$ cat src/rtl/frac_pkg.sv
// Shared definitions for the fraction arithmetic and reduction unit.
// Holds operation codes, datapath command and status types, default widths.
// Used by frac_ctrl, frac_datapath and fraction_arith_reduce_unit.
package frac_pkg;

	// Default operand width; results are 2W+1 (numerator) and 2W (denominator) bits
	localparam int OPERAND_WIDTH_DEF = 15;

	// Operation codes carried on the func field
	typedef logic [1:0] func_t;
	localparam func_t FUNC_ADD    = 2'd0;
	localparam func_t FUNC_MUL    = 2'd1;
	localparam func_t FUNC_DIV    = 2'd2;
	localparam func_t FUNC_REDUCE = 2'd3;

	// Datapath operations issued by the controller
	typedef logic [3:0] dp_op_t;
	localparam dp_op_t DP_IDLE      = 4'd0;
	localparam dp_op_t DP_LOAD      = 4'd1;
	localparam dp_op_t DP_SUM       = 4'd2;
	localparam dp_op_t DP_PASS      = 4'd3;
	localparam dp_op_t DP_N_MUL     = 4'd4;
	localparam dp_op_t DP_N_MAC     = 4'd5;
	localparam dp_op_t DP_D_MUL     = 4'd6;
	localparam dp_op_t DP_GCD_INIT  = 4'd7;
	localparam dp_op_t DP_GCD_TWOS  = 4'd8;
	localparam dp_op_t DP_GCD_STEP  = 4'd9;
	localparam dp_op_t DP_DIV_INIT  = 4'd10;
	localparam dp_op_t DP_DIV_STEP  = 4'd11;
	localparam dp_op_t DP_OUT       = 4'd12;

	// Multiplier operand pairs
	typedef logic [2:0] mul_sel_t;
	localparam mul_sel_t MS_NA_DB = 3'd0;
	localparam mul_sel_t MS_NB_DA = 3'd1;
	localparam mul_sel_t MS_DA_DB = 3'd2;
	localparam mul_sel_t MS_NA_NB = 3'd3;
	localparam mul_sel_t MS_DA_NB = 3'd4;

	typedef struct packed {
		dp_op_t   op;
		mul_sel_t sel;
	} dp_cmd_t;

	typedef struct packed {
		func_t func;      // latched operation code
		logic  den_eq;    // left and right denominators match
		logic  both_even; // GCD operands both nonzero and even
		logic  gcd_end;   // one GCD operand reached zero
		logic  g_small;   // GCD below two, no division needed
		logic  div_last;  // final quotient bit in progress
	} dp_status_t;

endpackage

$ cat src/rtl/frac_datapath.sv
// Datapath of the fraction unit: operand registers, shared multiplier,
// binary GCD registers, two restoring dividers and the output register.
// Depends on frac_pkg for command and status types.
module frac_datapath #(
	parameter int OPERAND_WIDTH = frac_pkg::OPERAND_WIDTH_DEF
) (
	input  logic                       clk,
	input  frac_pkg::dp_cmd_t          cmd,
	input  logic [1:0]                 func,
	input  logic [OPERAND_WIDTH-1:0]   num_a,
	input  logic [OPERAND_WIDTH-1:0]   den_a,
	input  logic [OPERAND_WIDTH-1:0]   num_b,
	input  logic [OPERAND_WIDTH-1:0]   den_b,
	output frac_pkg::dp_status_t       status,
	output logic [2*OPERAND_WIDTH:0]   num_out,
	output logic [2*OPERAND_WIDTH-1:0] den_out
);

	localparam int W  = OPERAND_WIDTH;
	localparam int NW = 2 * W + 1;
	localparam int DW = 2 * W;
	localparam int KW = $clog2(NW);
	localparam int CW = $clog2(NW);

	logic [1:0]    func_q;
	logic [W-1:0]  na_q, da_q, nb_q, db_q;
	logic [NW-1:0] n_q;
	logic [DW-1:0] d_q;
	logic [NW-1:0] u_q, v_q;
	logic [KW-1:0] k_q;
	logic [NW-1:0] g_q;
	logic [NW-1:0] qn_q, qd_q;
	logic [NW-1:0] rn_q, rd_q;
	logic [CW-1:0] cnt_q;
	logic [NW-1:0] num_out_q;
	logic [DW-1:0] den_out_q;

	logic [W-1:0]  mul_x, mul_y;
	logic [DW-1:0] prod;
	logic          u_ge_v;
	logic [NW-1:0] u_minus_v, v_minus_u;
	logic [NW-1:0] g_nx;
	logic [NW:0]   tn, td, gx;
	logic          tn_ge, td_ge;
	logic [NW:0]   rn_nx, rd_nx;

	// Select multiplier operands
	always_comb begin
		case (cmd.sel)
			frac_pkg::MS_NA_DB: begin mul_x = na_q; mul_y = db_q; end
			frac_pkg::MS_NB_DA: begin mul_x = nb_q; mul_y = da_q; end
			frac_pkg::MS_DA_DB: begin mul_x = da_q; mul_y = db_q; end
			frac_pkg::MS_NA_NB: begin mul_x = na_q; mul_y = nb_q; end
			frac_pkg::MS_DA_NB: begin mul_x = da_q; mul_y = nb_q; end
			default:            begin mul_x = na_q; mul_y = db_q; end
		endcase
	end

	assign prod = DW'(mul_x) * DW'(mul_y);

	// GCD step arithmetic
	assign u_ge_v    = u_q >= v_q;
	assign u_minus_v = u_q - v_q;
	assign v_minus_u = v_q - u_q;
	assign g_nx      = (u_q | v_q) << k_q;

	// Restoring division: shift in next dividend bit, subtract when it fits
	assign gx    = {1'b0, g_q};
	assign tn    = {rn_q, qn_q[NW-1]};
	assign td    = {rd_q, qd_q[NW-1]};
	assign tn_ge = tn >= gx;
	assign td_ge = td >= gx;
	assign rn_nx = tn_ge ? (tn - gx) : tn;
	assign rd_nx = td_ge ? (td - gx) : td;

	// Status toward the controller
	assign status.func      = func_q;
	assign status.den_eq    = (da_q == db_q);
	assign status.gcd_end   = (u_q == '0) || (v_q == '0);
	assign status.both_even = (u_q != '0) && (v_q != '0) && !u_q[0] && !v_q[0];
	assign status.g_small   = (g_q[NW-1:1] == '0);
	assign status.div_last  = (cnt_q == '0);

	// Advance datapath registers on each command
	always_ff @(posedge clk) begin
		case (cmd.op)
			frac_pkg::DP_LOAD: begin
				func_q <= func;
				na_q   <= num_a;
				da_q   <= den_a;
				nb_q   <= num_b;
				db_q   <= den_b;
			end
			frac_pkg::DP_SUM: begin
				n_q <= NW'(na_q) + NW'(nb_q);
				d_q <= DW'(da_q);
			end
			frac_pkg::DP_PASS: begin
				n_q <= NW'(na_q);
				d_q <= DW'(da_q);
			end
			frac_pkg::DP_N_MUL: n_q <= NW'(prod);
			frac_pkg::DP_N_MAC: n_q <= n_q + NW'(prod);
			frac_pkg::DP_D_MUL: d_q <= prod;
			frac_pkg::DP_GCD_INIT: begin
				u_q <= n_q;
				v_q <= NW'(d_q);
				k_q <= '0;
			end
			frac_pkg::DP_GCD_TWOS: begin
				u_q <= u_q >> 1;
				v_q <= v_q >> 1;
				k_q <= k_q + 1'b1;
			end
			frac_pkg::DP_GCD_STEP: begin
				if (!u_q[0]) begin
					u_q <= u_q >> 1;
				end else if (!v_q[0]) begin
					v_q <= v_q >> 1;
				end else if (u_ge_v) begin
					u_q <= u_minus_v >> 1;
				end else begin
					v_q <= v_minus_u >> 1;
				end
			end
			frac_pkg::DP_DIV_INIT: begin
				g_q   <= g_nx;
				qn_q  <= n_q;
				qd_q  <= NW'(d_q);
				rn_q  <= '0;
				rd_q  <= '0;
				cnt_q <= CW'(NW - 1);
			end
			frac_pkg::DP_DIV_STEP: begin
				qn_q  <= {qn_q[NW-2:0], tn_ge};
				qd_q  <= {qd_q[NW-2:0], td_ge};
				rn_q  <= rn_nx[NW-1:0];
				rd_q  <= rd_nx[NW-1:0];
				cnt_q <= cnt_q - 1'b1;
			end
			frac_pkg::DP_OUT: begin
				num_out_q <= status.g_small ? n_q : qn_q;
				den_out_q <= status.g_small ? d_q : qd_q[DW-1:0];
			end
			default: begin
			end
		endcase
	end

	assign num_out = num_out_q;
	assign den_out = den_out_q;

endmodule

$ cat src/rtl/frac_ctrl.sv
// Controller of the fraction unit: sequences load, products, GCD, division
// and the output transfer, and owns the channel handshake flags.
// Depends on frac_pkg for command and status types.
module frac_ctrl (
	input  logic                 clk,
	input  logic                 arst_n,
	input  logic                 in_valid,
	output logic                 in_stall,
	output logic                 out_valid,
	input  logic                 out_stall,
	input  frac_pkg::dp_status_t status,
	output frac_pkg::dp_cmd_t    cmd
);

	localparam logic [3:0] S_IDLE  = 4'd0;
	localparam logic [3:0] S_OP1   = 4'd1;
	localparam logic [3:0] S_OP2   = 4'd2;
	localparam logic [3:0] S_OP3   = 4'd3;
	localparam logic [3:0] S_GINIT = 4'd4;
	localparam logic [3:0] S_TWOS  = 4'd5;
	localparam logic [3:0] S_GSTEP = 4'd6;
	localparam logic [3:0] S_DIV   = 4'd7;
	localparam logic [3:0] S_FIN   = 4'd8;

	logic [3:0] state_q, state_nx;
	logic       out_valid_q;
	logic       out_free;

	assign out_free  = !out_valid_q || !out_stall;
	assign in_stall  = (state_q != S_IDLE);
	assign out_valid = out_valid_q;

	// Next state and datapath command
	always_comb begin
		state_nx = state_q;
		cmd.op   = frac_pkg::DP_IDLE;
		cmd.sel  = frac_pkg::MS_NA_DB;
		case (state_q)
			S_IDLE: begin
				if (in_valid) begin
					cmd.op   = frac_pkg::DP_LOAD;
					state_nx = S_OP1;
				end
			end
			S_OP1: begin
				case (status.func)
					frac_pkg::FUNC_ADD: begin
						if (status.den_eq) begin
							cmd.op   = frac_pkg::DP_SUM;
							state_nx = S_GINIT;
						end else begin
							cmd.op   = frac_pkg::DP_N_MUL;
							cmd.sel  = frac_pkg::MS_NA_DB;
							state_nx = S_OP2;
						end
					end
					frac_pkg::FUNC_MUL: begin
						cmd.op   = frac_pkg::DP_N_MUL;
						cmd.sel  = frac_pkg::MS_NA_NB;
						state_nx = S_OP3;
					end
					frac_pkg::FUNC_DIV: begin
						cmd.op   = frac_pkg::DP_N_MUL;
						cmd.sel  = frac_pkg::MS_NA_DB;
						state_nx = S_OP3;
					end
					default: begin
						cmd.op   = frac_pkg::DP_PASS;
						state_nx = S_GINIT;
					end
				endcase
			end
			S_OP2: begin
				cmd.op   = frac_pkg::DP_N_MAC;
				cmd.sel  = frac_pkg::MS_NB_DA;
				state_nx = S_OP3;
			end
			S_OP3: begin
				cmd.op   = frac_pkg::DP_D_MUL;
				cmd.sel  = (status.func == frac_pkg::FUNC_DIV) ? frac_pkg::MS_DA_NB
				                                                : frac_pkg::MS_DA_DB;
				state_nx = S_GINIT;
			end
			S_GINIT: begin
				cmd.op   = frac_pkg::DP_GCD_INIT;
				state_nx = S_TWOS;
			end
			S_TWOS: begin
				// strip common factors of two, then fall into the odd loop
				if (status.both_even) begin
					cmd.op = frac_pkg::DP_GCD_TWOS;
				end else if (status.gcd_end) begin
					cmd.op   = frac_pkg::DP_DIV_INIT;
					state_nx = S_DIV;
				end else begin
					cmd.op   = frac_pkg::DP_GCD_STEP;
					state_nx = S_GSTEP;
				end
			end
			S_GSTEP: begin
				if (status.gcd_end) begin
					cmd.op   = frac_pkg::DP_DIV_INIT;
					state_nx = S_DIV;
				end else begin
					cmd.op = frac_pkg::DP_GCD_STEP;
				end
			end
			S_DIV: begin
				if (status.g_small) begin
					state_nx = S_FIN;
				end else begin
					cmd.op = frac_pkg::DP_DIV_STEP;
					if (status.div_last) begin
						state_nx = S_FIN;
					end
				end
			end
			S_FIN: begin
				if (out_free) begin
					cmd.op   = frac_pkg::DP_OUT;
					state_nx = S_IDLE;
				end
			end
			default: state_nx = S_IDLE;
		endcase
	end

	// Hold state and output valid flag
	always_ff @(posedge clk or negedge arst_n) begin
		if (!arst_n) begin
			state_q     <= S_IDLE;
			out_valid_q <= 1'b0;
		end else begin
			state_q <= state_nx;
			if (cmd.op == frac_pkg::DP_OUT) begin
				out_valid_q <= 1'b1;
			end else if (!out_stall) begin
				out_valid_q <= 1'b0;
			end
		end
	end

endmodule

$ cat src/rtl/fraction_arith_reduce_unit.sv
// Top level of the fraction arithmetic unit with reduction to lowest terms.
// Instantiates frac_ctrl and frac_datapath; depends on frac_pkg.
//
// Usage:
//   Input channel (in_valid/in_stall) carries func, num_a, den_a, num_b, den_b.
//   func selects add, multiply, divide (by the right fraction) or reduce of
//   the left fraction alone. Output channel (out_valid/out_stall) carries the
//   result num_out/den_out divided through by its greatest common divisor.
//   One item is processed at a time; in_stall is low only while idle.
//   After an input transfer the controller steps through products and setup,
//   the binary GCD loop (one shift or subtract per cycle; common-factor-of-two
//   shifts come first, then odd steps, on the 31-bit and 30-bit values for the
//   default 15-bit operands), restoring division when the divisor is two or
//   more, and the output transfer; the GCD loop and the bit-serial dividers
//   set the latency. A new item is taken the cycle after the result
//   enters the output register, so a waiting result does not block input.
//   Reset (arst_n low) returns the controller to idle and drops out_valid.
//   While out_stall is high the result holds; a finished item waits for the
//   output register before the next one is accepted.
module fraction_arith_reduce_unit #(
	parameter int OPERAND_WIDTH = frac_pkg::OPERAND_WIDTH_DEF
) (
	input  logic                       clk,
	input  logic                       arst_n,
	input  logic                       in_valid,
	output logic                       in_stall,
	input  logic [1:0]                 func,
	input  logic [OPERAND_WIDTH-1:0]   num_a,
	input  logic [OPERAND_WIDTH-1:0]   den_a,
	input  logic [OPERAND_WIDTH-1:0]   num_b,
	input  logic [OPERAND_WIDTH-1:0]   den_b,
	output logic                       out_valid,
	input  logic                       out_stall,
	output logic [2*OPERAND_WIDTH:0]   num_out,
	output logic [2*OPERAND_WIDTH-1:0] den_out
);

	frac_pkg::dp_cmd_t    cmd;
	frac_pkg::dp_status_t status;

	frac_ctrl u_ctrl (
		.clk       (clk),
		.arst_n    (arst_n),
		.in_valid  (in_valid),
		.in_stall  (in_stall),
		.out_valid (out_valid),
		.out_stall (out_stall),
		.status    (status),
		.cmd       (cmd)
	);

	frac_datapath #(
		.OPERAND_WIDTH (OPERAND_WIDTH)
	) u_datapath (
		.clk     (clk),
		.cmd     (cmd),
		.func    (func),
		.num_a   (num_a),
		.den_a   (den_a),
		.num_b   (num_b),
		.den_b   (den_b),
		.status  (status),
		.num_out (num_out),
		.den_out (den_out)
	);

endmodule

$ cat config.mk
export PLATFORM = sky130hd
export DESIGN_NAME = fraction_arith_reduce_unit
export DESIGN_NICKNAME = d
export VERILOG_FILES = /design/src/rtl/frac_pkg.sv /design/src/rtl/frac_datapath.sv /design/src/rtl/frac_ctrl.sv /design/src/rtl/fraction_arith_reduce_unit.sv
export SDC_FILE = /design/constraint.sdc
export NUM_CORES = 2
export LEC_CHECK = 0
export ABC_CLOCK_PERIOD_IN_PS = 9600
export BUFFER_PORTS_ARGS = -buffer_cell sky130_fd_sc_hd__buf_4
export CAP_MARGIN = 10
export CELL_PAD_IN_SITES_DETAIL_PLACEMENT = 0
export CELL_PAD_IN_SITES_GLOBAL_PLACEMENT = 2
export CORE_UTILIZATION = 30
export DETAILED_ROUTE_END_ITERATION = 8
export PLACE_DENSITY = 0.61
export SLEW_MARGIN = 20
export SYNTH_ARGS = -nofsm -noshare
export SYNTH_HDL_FRONTEND = slang
export SYNTH_SLANG_ARGS = --single-unit
$ cat constraint.sdc
create_clock -name clk -period 9.6 [get_ports clk]
set_input_delay 0.96 -clock clk [delete_from_list [all_inputs] [get_ports clk]]
set_output_delay 0.96 -clock clk [all_outputs]
set_load 0.01 [all_outputs]
Word-level counts from Yosys, hierarchy flattened
Cells that the tools add are included.
- word-level logic and storage cells: 149
- output and inout bits: 63
- register bits after elaboration: 416
- input bits: 66
- equal/unequal tests: 37
- multiply operators: 1
- order comparisons: 3
- bitwise logic cells: 1
- add/sub/neg operators: 8
- multiplexer cells: 45
- shift operators: 1
- reduce and logical (&&, ||, !) cells: 31
- operators with widths (operator ; number):
    2-to-1 mux 31 bit ; 9
    one-hot mux 31 bit (2 select lines) ; 4
    one-hot mux 31 bit (3 select lines) ; 2
    one-hot mux 31 bit (4 select lines) ; 1
    subtractor 31 bit ; 4
    one-hot mux 4 bit (9 select lines) ; 2
    >= comparator 32 x 31 -> 1 bit ; 2
    logical NOT 31 bit ; 2
    nonzero test 31 bit ; 2
    one-hot mux 15 bit (2 select lines) ; 2
    one-hot mux 30 bit (2 select lines) ; 1
    2-to-1 mux 4 bit ; 9
    == test 4 x 3 -> 1 bit, second input constant ; 8
    adder 31 x 30 -> 31 bit ; 1
    >= comparator 31 bit ; 1
    bitwise OR 31 bit ; 1
    << shifter 31 x 5 -> 31 bit ; 1
    logical NOT 30 bit ; 1
    multiplier 15 x 15 -> 30 bit ; 1
    2-to-1 mux 30 bit ; 1
    == test 4 bit, second input constant ; 6
    one-hot mux 5 bit (2 select lines) ; 2
    adder 15 x 15 -> 16 bit ; 1
    == test 4 x 2 -> 1 bit, second input constant ; 4
    32 further kinds ; 59

Logic depth before layout (Yosys ltp)
- depth in word-level cells: 9
- depth in mapped cells: 40

Modules after synthesis
A second synthesis with hierarchy kept.
- cell total of the unflattened synthesis: 3731
- area, all modules: 35995.8 um^2
- modules (own cells, without submodules) (module ; cells each ; instances ; area each (um^2)):
    frac_datapath ; 3645 ; 1 ; 35332.6
    frac_ctrl ; 86 ; 1 ; 663.1

Worst setup path before layout
Ideal clock, no wire load.
- path type: register to register
- from: register u_ctrl.state_q[3]
- to: register u_datapath.n_q[30], data pin
- setup time: 0.270 ns
- slack: 0.347 ns
- required time: 9.330 ns
- cell stages (with the launch flop): 36
- arrival: 8.983 ns
- path buffers: 3
- cells stage by stage: dfrtp_1 clkbuf_1 nor3_1 nor2_1 clkbuf_1 a21oi_1 clkbuf_1 nor2_1 fa_1 inv_1 fa_1 inv_1 fa_1 inv_1 fa_1 inv_1 fa_1 inv_1 fa_1 inv_1 ha_1 a21o_1 a21oi_1 o21ai_0 a2111oi_0 nor3_1 xor2_1 ha_1 and2_1 a221oi_1 o21ai_0 o41ai_1 o21ai_1 a2111oi_0 or3_1 a21oi_1
- longest elaborated chain between the ends: 8
- elaborated cells between the ends (all ways): 26
- classes of those cells: add/sub: 1; mul: 1; eq/ne: 16; mux: 5; reduce/logical: 3
- RTL lines (item ; line ; source):
    start: declaration ; frac_ctrl.sv:25 ; logic [3:0] state_q, state_nx;
    start signal: assignment ; frac_ctrl.sv:134 ; state_q <= state_nx;
    == test 4 x 2 -> 1 bit / == test 4 x 1 -> 1 bit (equally long branches) ; frac_ctrl.sv:38 ; case (state_q)
    one-hot mux 3 bit (3 select lines) (*) ; frac_ctrl.sv:38 ;
    == test 3 x 2 -> 1 bit / == test 3 bit (equally long branches) ; frac_datapath.sv:49 ; case (cmd.sel)
    OR reduction 2 bit (no source line) ; n/a ;
    one-hot mux 15 bit (2 select lines) ; frac_datapath.sv:49 ;
    multiplier 15 x 15 -> 30 bit (*) ; frac_datapath.sv:59 ; assign prod = DW'(mul_x) * DW'(mul_y);
    net u_datapath.prod[15] ; frac_datapath.sv:39 ; logic [DW-1:0] prod;
    adder 31 x 30 -> 31 bit (*) ; frac_datapath.sv:103 ; frac_pkg::DP_N_MAC: n_q <= n_q + NW'(prod);
    one-hot mux 31 bit (4 select lines) (*) ; frac_datapath.sv:86 ; case (cmd.op)
    end signal: assignment ; frac_datapath.sv:95 ; n_q <= NW'(na_q) + NW'(nb_q);
    end signal: assignment ; frac_datapath.sv:102 ; frac_pkg::DP_N_MUL: n_q <= NW'(prod);
    end signal: assignment ; frac_datapath.sv:103 ;
    end: declaration ; frac_datapath.sv:27 ; logic [NW-1:0] n_q;
Mark *: on every way through the listed nets, which the timed path passes. The rest lies on a longest branch.
A chain may end at the register's enable or synchronous reset.

Final worst setup path
- from: register u_datapath.func_q[1]
- to: register u_datapath.n_q[30], data pin
- longest elaborated chain between the ends: 9
- elaborated cells between the ends (all ways): 24
- classes of those cells: add/sub: 1; mul: 1; eq/ne: 10; mux: 8; reduce/logical: 4
- RTL lines (item ; line ; source):
    start: declaration ; frac_datapath.sv:25 ; logic [1:0] func_q;
    start signal: assignment ; frac_datapath.sv:88 ; func_q <= func;
    == test 2 x 1 -> 1 bit / == test 2 bit (equally long branches) ; frac_ctrl.sv:46, frac_ctrl.sv:80 ;
    2-to-1 mux 2 bit / 2-to-1 mux 3 bit (equally long branches) ; n/a ;
    one-hot mux 3 bit (3 select lines) (*) ; frac_ctrl.sv:38 ;
    == test 3 x 2 -> 1 bit / == test 3 bit (equally long branches) ; frac_datapath.sv:49 ;
    OR reduction 2 bit (no source line) ; n/a ;
    one-hot mux 15 bit (2 select lines) ; frac_datapath.sv:49 ;
    multiplier 15 x 15 -> 30 bit (*) ; frac_datapath.sv:59 ;
    net u_datapath.prod[19] ; frac_datapath.sv:39 ;
    adder 31 x 30 -> 31 bit (*) ; frac_datapath.sv:103 ;
    one-hot mux 31 bit (4 select lines) (*) ; frac_datapath.sv:86 ;
Marks and branches as above.

==> impl_metrics.tcl <==
set metrics [dict create \
    cts.clk_slew.worst_paths_ns 0.07 \
    synthCells 3797 \
    grt-ovfl-total 0 \
    seq_area_frac_synth_pct 34.43 \
    status "completed" \
    finClkSkew_ns 0.05791 \
    seqPwrFrac_pct 47.2 \
    p_comb_share_pct 0.5 \
    die-height_um 349.0 \
    worst_setup_path_start_kind "register" \
    rsz0062_at_grt "false" \
    critPathMaxStageDelay_ns 0.54 \
    crit_fanout 17 \
    switchingPower_mw 0.9158 \
    cts_sinks 415 \
    drv_slew 0 \
    cpMostUsedCell "inv_1" \
    setup_viol 0 \
    start_util_pct 30.43 \
    power.density_nw_per_um2 100.5 \
    crit_path_end_kind "register" \
    postRouteAntennaNets 0 \
    synth.distinct_cells 96 \
    reg2reg_setup_slack_ns 0.54 \
    min_period_over_period_pct 94.38 \
    coreArea_um2 118700 \
    num_vias 28870 \
    internal_power_mw 3.242 \
    fin_util_pct 34.84 \
    tritoncts "built" \
    wl_per_cell_um 24.29 \
    pwr-share-clk_pct 52.2 \
    hold_violations 0 \
    synth_area_um2 36130 \
    nFillCells 12310 \
    syn_nets 4335 \
    grt_pass1_vias 29080 \
    drive_gt1_share_pct 12.08 \
    max_freq_mhz 110.4 \
    p_leak_nw 17.25 \
    grt_pass1_wl_um 200500 \
    area_delta_synth_final_pct 14.49 \
    die_x_um 349.0 \
    max-clock-path-buffers 3 \
    rows 126 \
    postCtsHoldBufs 0 \
    htree_num_levels 2 \
    diodes 0 \
    hp-class "input pin to asynchronous set/reset pin" \
    relSlewSlack_pct 25.25 \
    critPathKind "register to register" \
    antenna_found_initial 3 \
    first_iter_violations 2341 \
    firstDrtPassIters 7 \
    via_per_inst 5.171 \
    drv_cap 0 \
    nets 4478 \
    track_usage_pct 22.12 \
    dieArea_um2 121800 \
    tightest_slew_ns 1.111 \
    drt_wl_total_um 135600 \
    sw_frac_of_total_pct 22.03 \
    yosys_warnings 0 \
    crit_arrival_ns 9.59 \
    final.setup.tns_ns 0 \
    grt_start_max_net_pins 74 \
    ios 129 \
    crit_required_ns 10.13 \
    gp_congestion 0.8875 \
    avgSynthCellArea_um2 9.514 \
    cpMaxStageDelayCell "fa_1" \
    dp.final_hpwl_um 108000 \
    cts_made_buffers 54 \
    peakVddDrop_mv 0.1482 \
    fin_crit_ns 9.060 \
    cts-root-buf "clkbuf_16" \
    multi_input_comb_area_um2 21800 \
    synth-seq-cells 415 \
    worstSkewPairLatency_ns 0.68 \
    portBuffers 128 \
    synth_edf_count 410 \
    seq_area_um2 12440 \
    ys_async_sr_fraction_pct 1.205 \
    synth-main-ff-cell "edfxtp_1" \
    drc 0 \
]
-- path summary, 6_finish.rpt --
check                                      from             endpoint  cells past startpoint
setup reg to reg           u_datapath.func_q[1]   u_datapath.n_q[30]                     38
min in group clk                      num_b[10]  u_datapath.nb_q[10]                      1
hold reg to reg             u_datapath.qd_q[24]  u_datapath.qd_q[25]                      2
setup / recovery           u_datapath.func_q[1]   u_datapath.n_q[30]                     38
hold / removal                           arst_n    u_ctrl.state_q[3]                      1
max in group asynchronous                arst_n    u_ctrl.state_q[1]                      1
-- repair_timing --
action / in CTS / in global routing
gates resized for setup: 0 / 11
endpoints found under the setup margin: 0 / 4
setup buffers: 0 / 1
hold endpoints to repair: 0 / 0
-- kinds of logic after synthesis --
| kind of cell | Yosys count | share of synthesized area [%] |
|---|---|---|
| buf+inv | 524 | 5.580 |
| fa+ha+maj | 472 | 19.94 |
| flops | 415 | 34.43 |
| xor+xnor | 174 | 4.218 |
| compound gates | 836 | 15.18 |
| mux | 167 | 5.514 |
| simple gates | 1209 | 15.14 |
-- layout make-up --
| type | instances | share of cell area, % |
|---|---|---|
| Multi-Input combinational cell | 2858 | 52.71 |
| Sequential cell | 415 | 30.07 |
| Tap cell | 1600 | 4.840 |
| Timing Repair Buffer | 238 | 4.459 |
| Inverter | 373 | 3.385 |
| Clock buffer | 59 | 3.312 |
| Clock inverter | 40 | 1.225 |
-- routing by layer --
layer,share of wire [%],routed length (um),global-route usage (%)
met1,48,64450,31.29
met5,0,0,0
met3,4.1,5521,2.363
met2,47,63330,36.38
met4,1.7,2335,4.296
-- Yosys cell counts, drive strengths merged, types with 19 or more instances --
cell	count	area (um^2)
o21a	28	210.2
buf	31	165.2
nand2	474	1782
nor4	38	259.0
clkbuf	120	450.4
edfxtp	410	12310
nand2b	31	193.9
ha	299	3741
or2	21	131.4
mux2i	73	730.7
fa	173	3463
a22oi	71	538.0
nor2	360	1351
xnor2	116	1016
nor2b	34	212.7
a31oi	31	193.9
o21bai	34	255.2
nor3	59	305.3
o21ai	174	874.6
inv	371	1393
a21oi	221	1106
nand3	49	250.2
and2	54	337.8
a221oi	19	172.7
a211oi	37	282.8
and3	19	118.9
xor2	58	508.0
mux2	76	855.8
or3	21	131.4
nand4	20	140.1
a21o	50	375.4
-- power groups by stage --
| stage | Sequential [mW] | Combinational [mW] | Clock (mW) |
|---|---|---|---|
| after floorplan | 2.00 | 0.0000997 | 0 |
| after global placement | 2.00 | 0.0216 | 0 |
| after detailed placement | 2.00 | 0.0214 | 0 |
| after CTS | 1.96 | 0.0214 | 2.23 |
| after global routing | 1.96 | 0.0229 | 2.29 |
| final | 1.96 | 0.0213 | 2.17 |
-- metrics by stage --
stage,power (mW),hold WS (ns),setup WS [ns],instance area (um^2),cells
floorplan,2.003,0.5054,0.3471,36130,3797
global placement,2.024,0.5128,0.2582,39410,5482
global route,4.272,0.1039,0.01477,41360,5583
CTS,4.220,0.08351,0.3180,41280,5581
detailed placement,2.024,0.5182,0.2574,39410,5482
finish,4.158,0.1186,0.5396,41360,5583
-- worst max-delay path: cells and delay by family, from the launching register on --
| family | cells | cell delay (ns) |
|---|---|---|
| fa+ha+maj | 9 | 3.86 |
| compound gates | 10 | 1.80 |
| simple gates | 8 | 1.67 |
| buf+inv | 11 | 1.19 |
| flops | 1 | 0.43 |
-- cells in the final DEF, fill, tap and decap left out, drive strengths merged, types with 15 or more instances in the layout --
master    n
nand2   474
edfxtp  410
inv     375
nor2    360
ha      299
buf     238
a21oi   221
o21ai   174
fa      173
xnor2   116
mux2     76
mux2i    73
a22oi    71
nor3     59
clkbuf   59
xor2     58
and2     54
a21o     50
nand3    49
nor4     38
a211oi   37
nor2b    34
o21bai   34
nand2b   31
a31oi    31
o21a     28
or3      21
or2      21
nand4    20
and3     19
a221oi   19
clkinv   19
mux4     18
o31ai    17
o22ai    16
o211ai   15
-- sequential cells by signal, indices dropped and copies added, names as in the netlist, 15 cells and up --
register and flops:
u_datapath.d_q 30, u_datapath.qd_q 31, u_datapath.da_q 15, u_datapath.g_q 31, u_datapath.rd_q 31, u_datapath.db_q 15
u_datapath.u_q 31, u_datapath.nb_q 15, u_datapath.num_out 31, u_datapath.rn_q 31, u_datapath.na_q 15, u_datapath.v_q 30
u_datapath.qn_q 31, u_datapath.n_q 31, u_datapath.den_out 30
(Power assumes the default switching activity.)
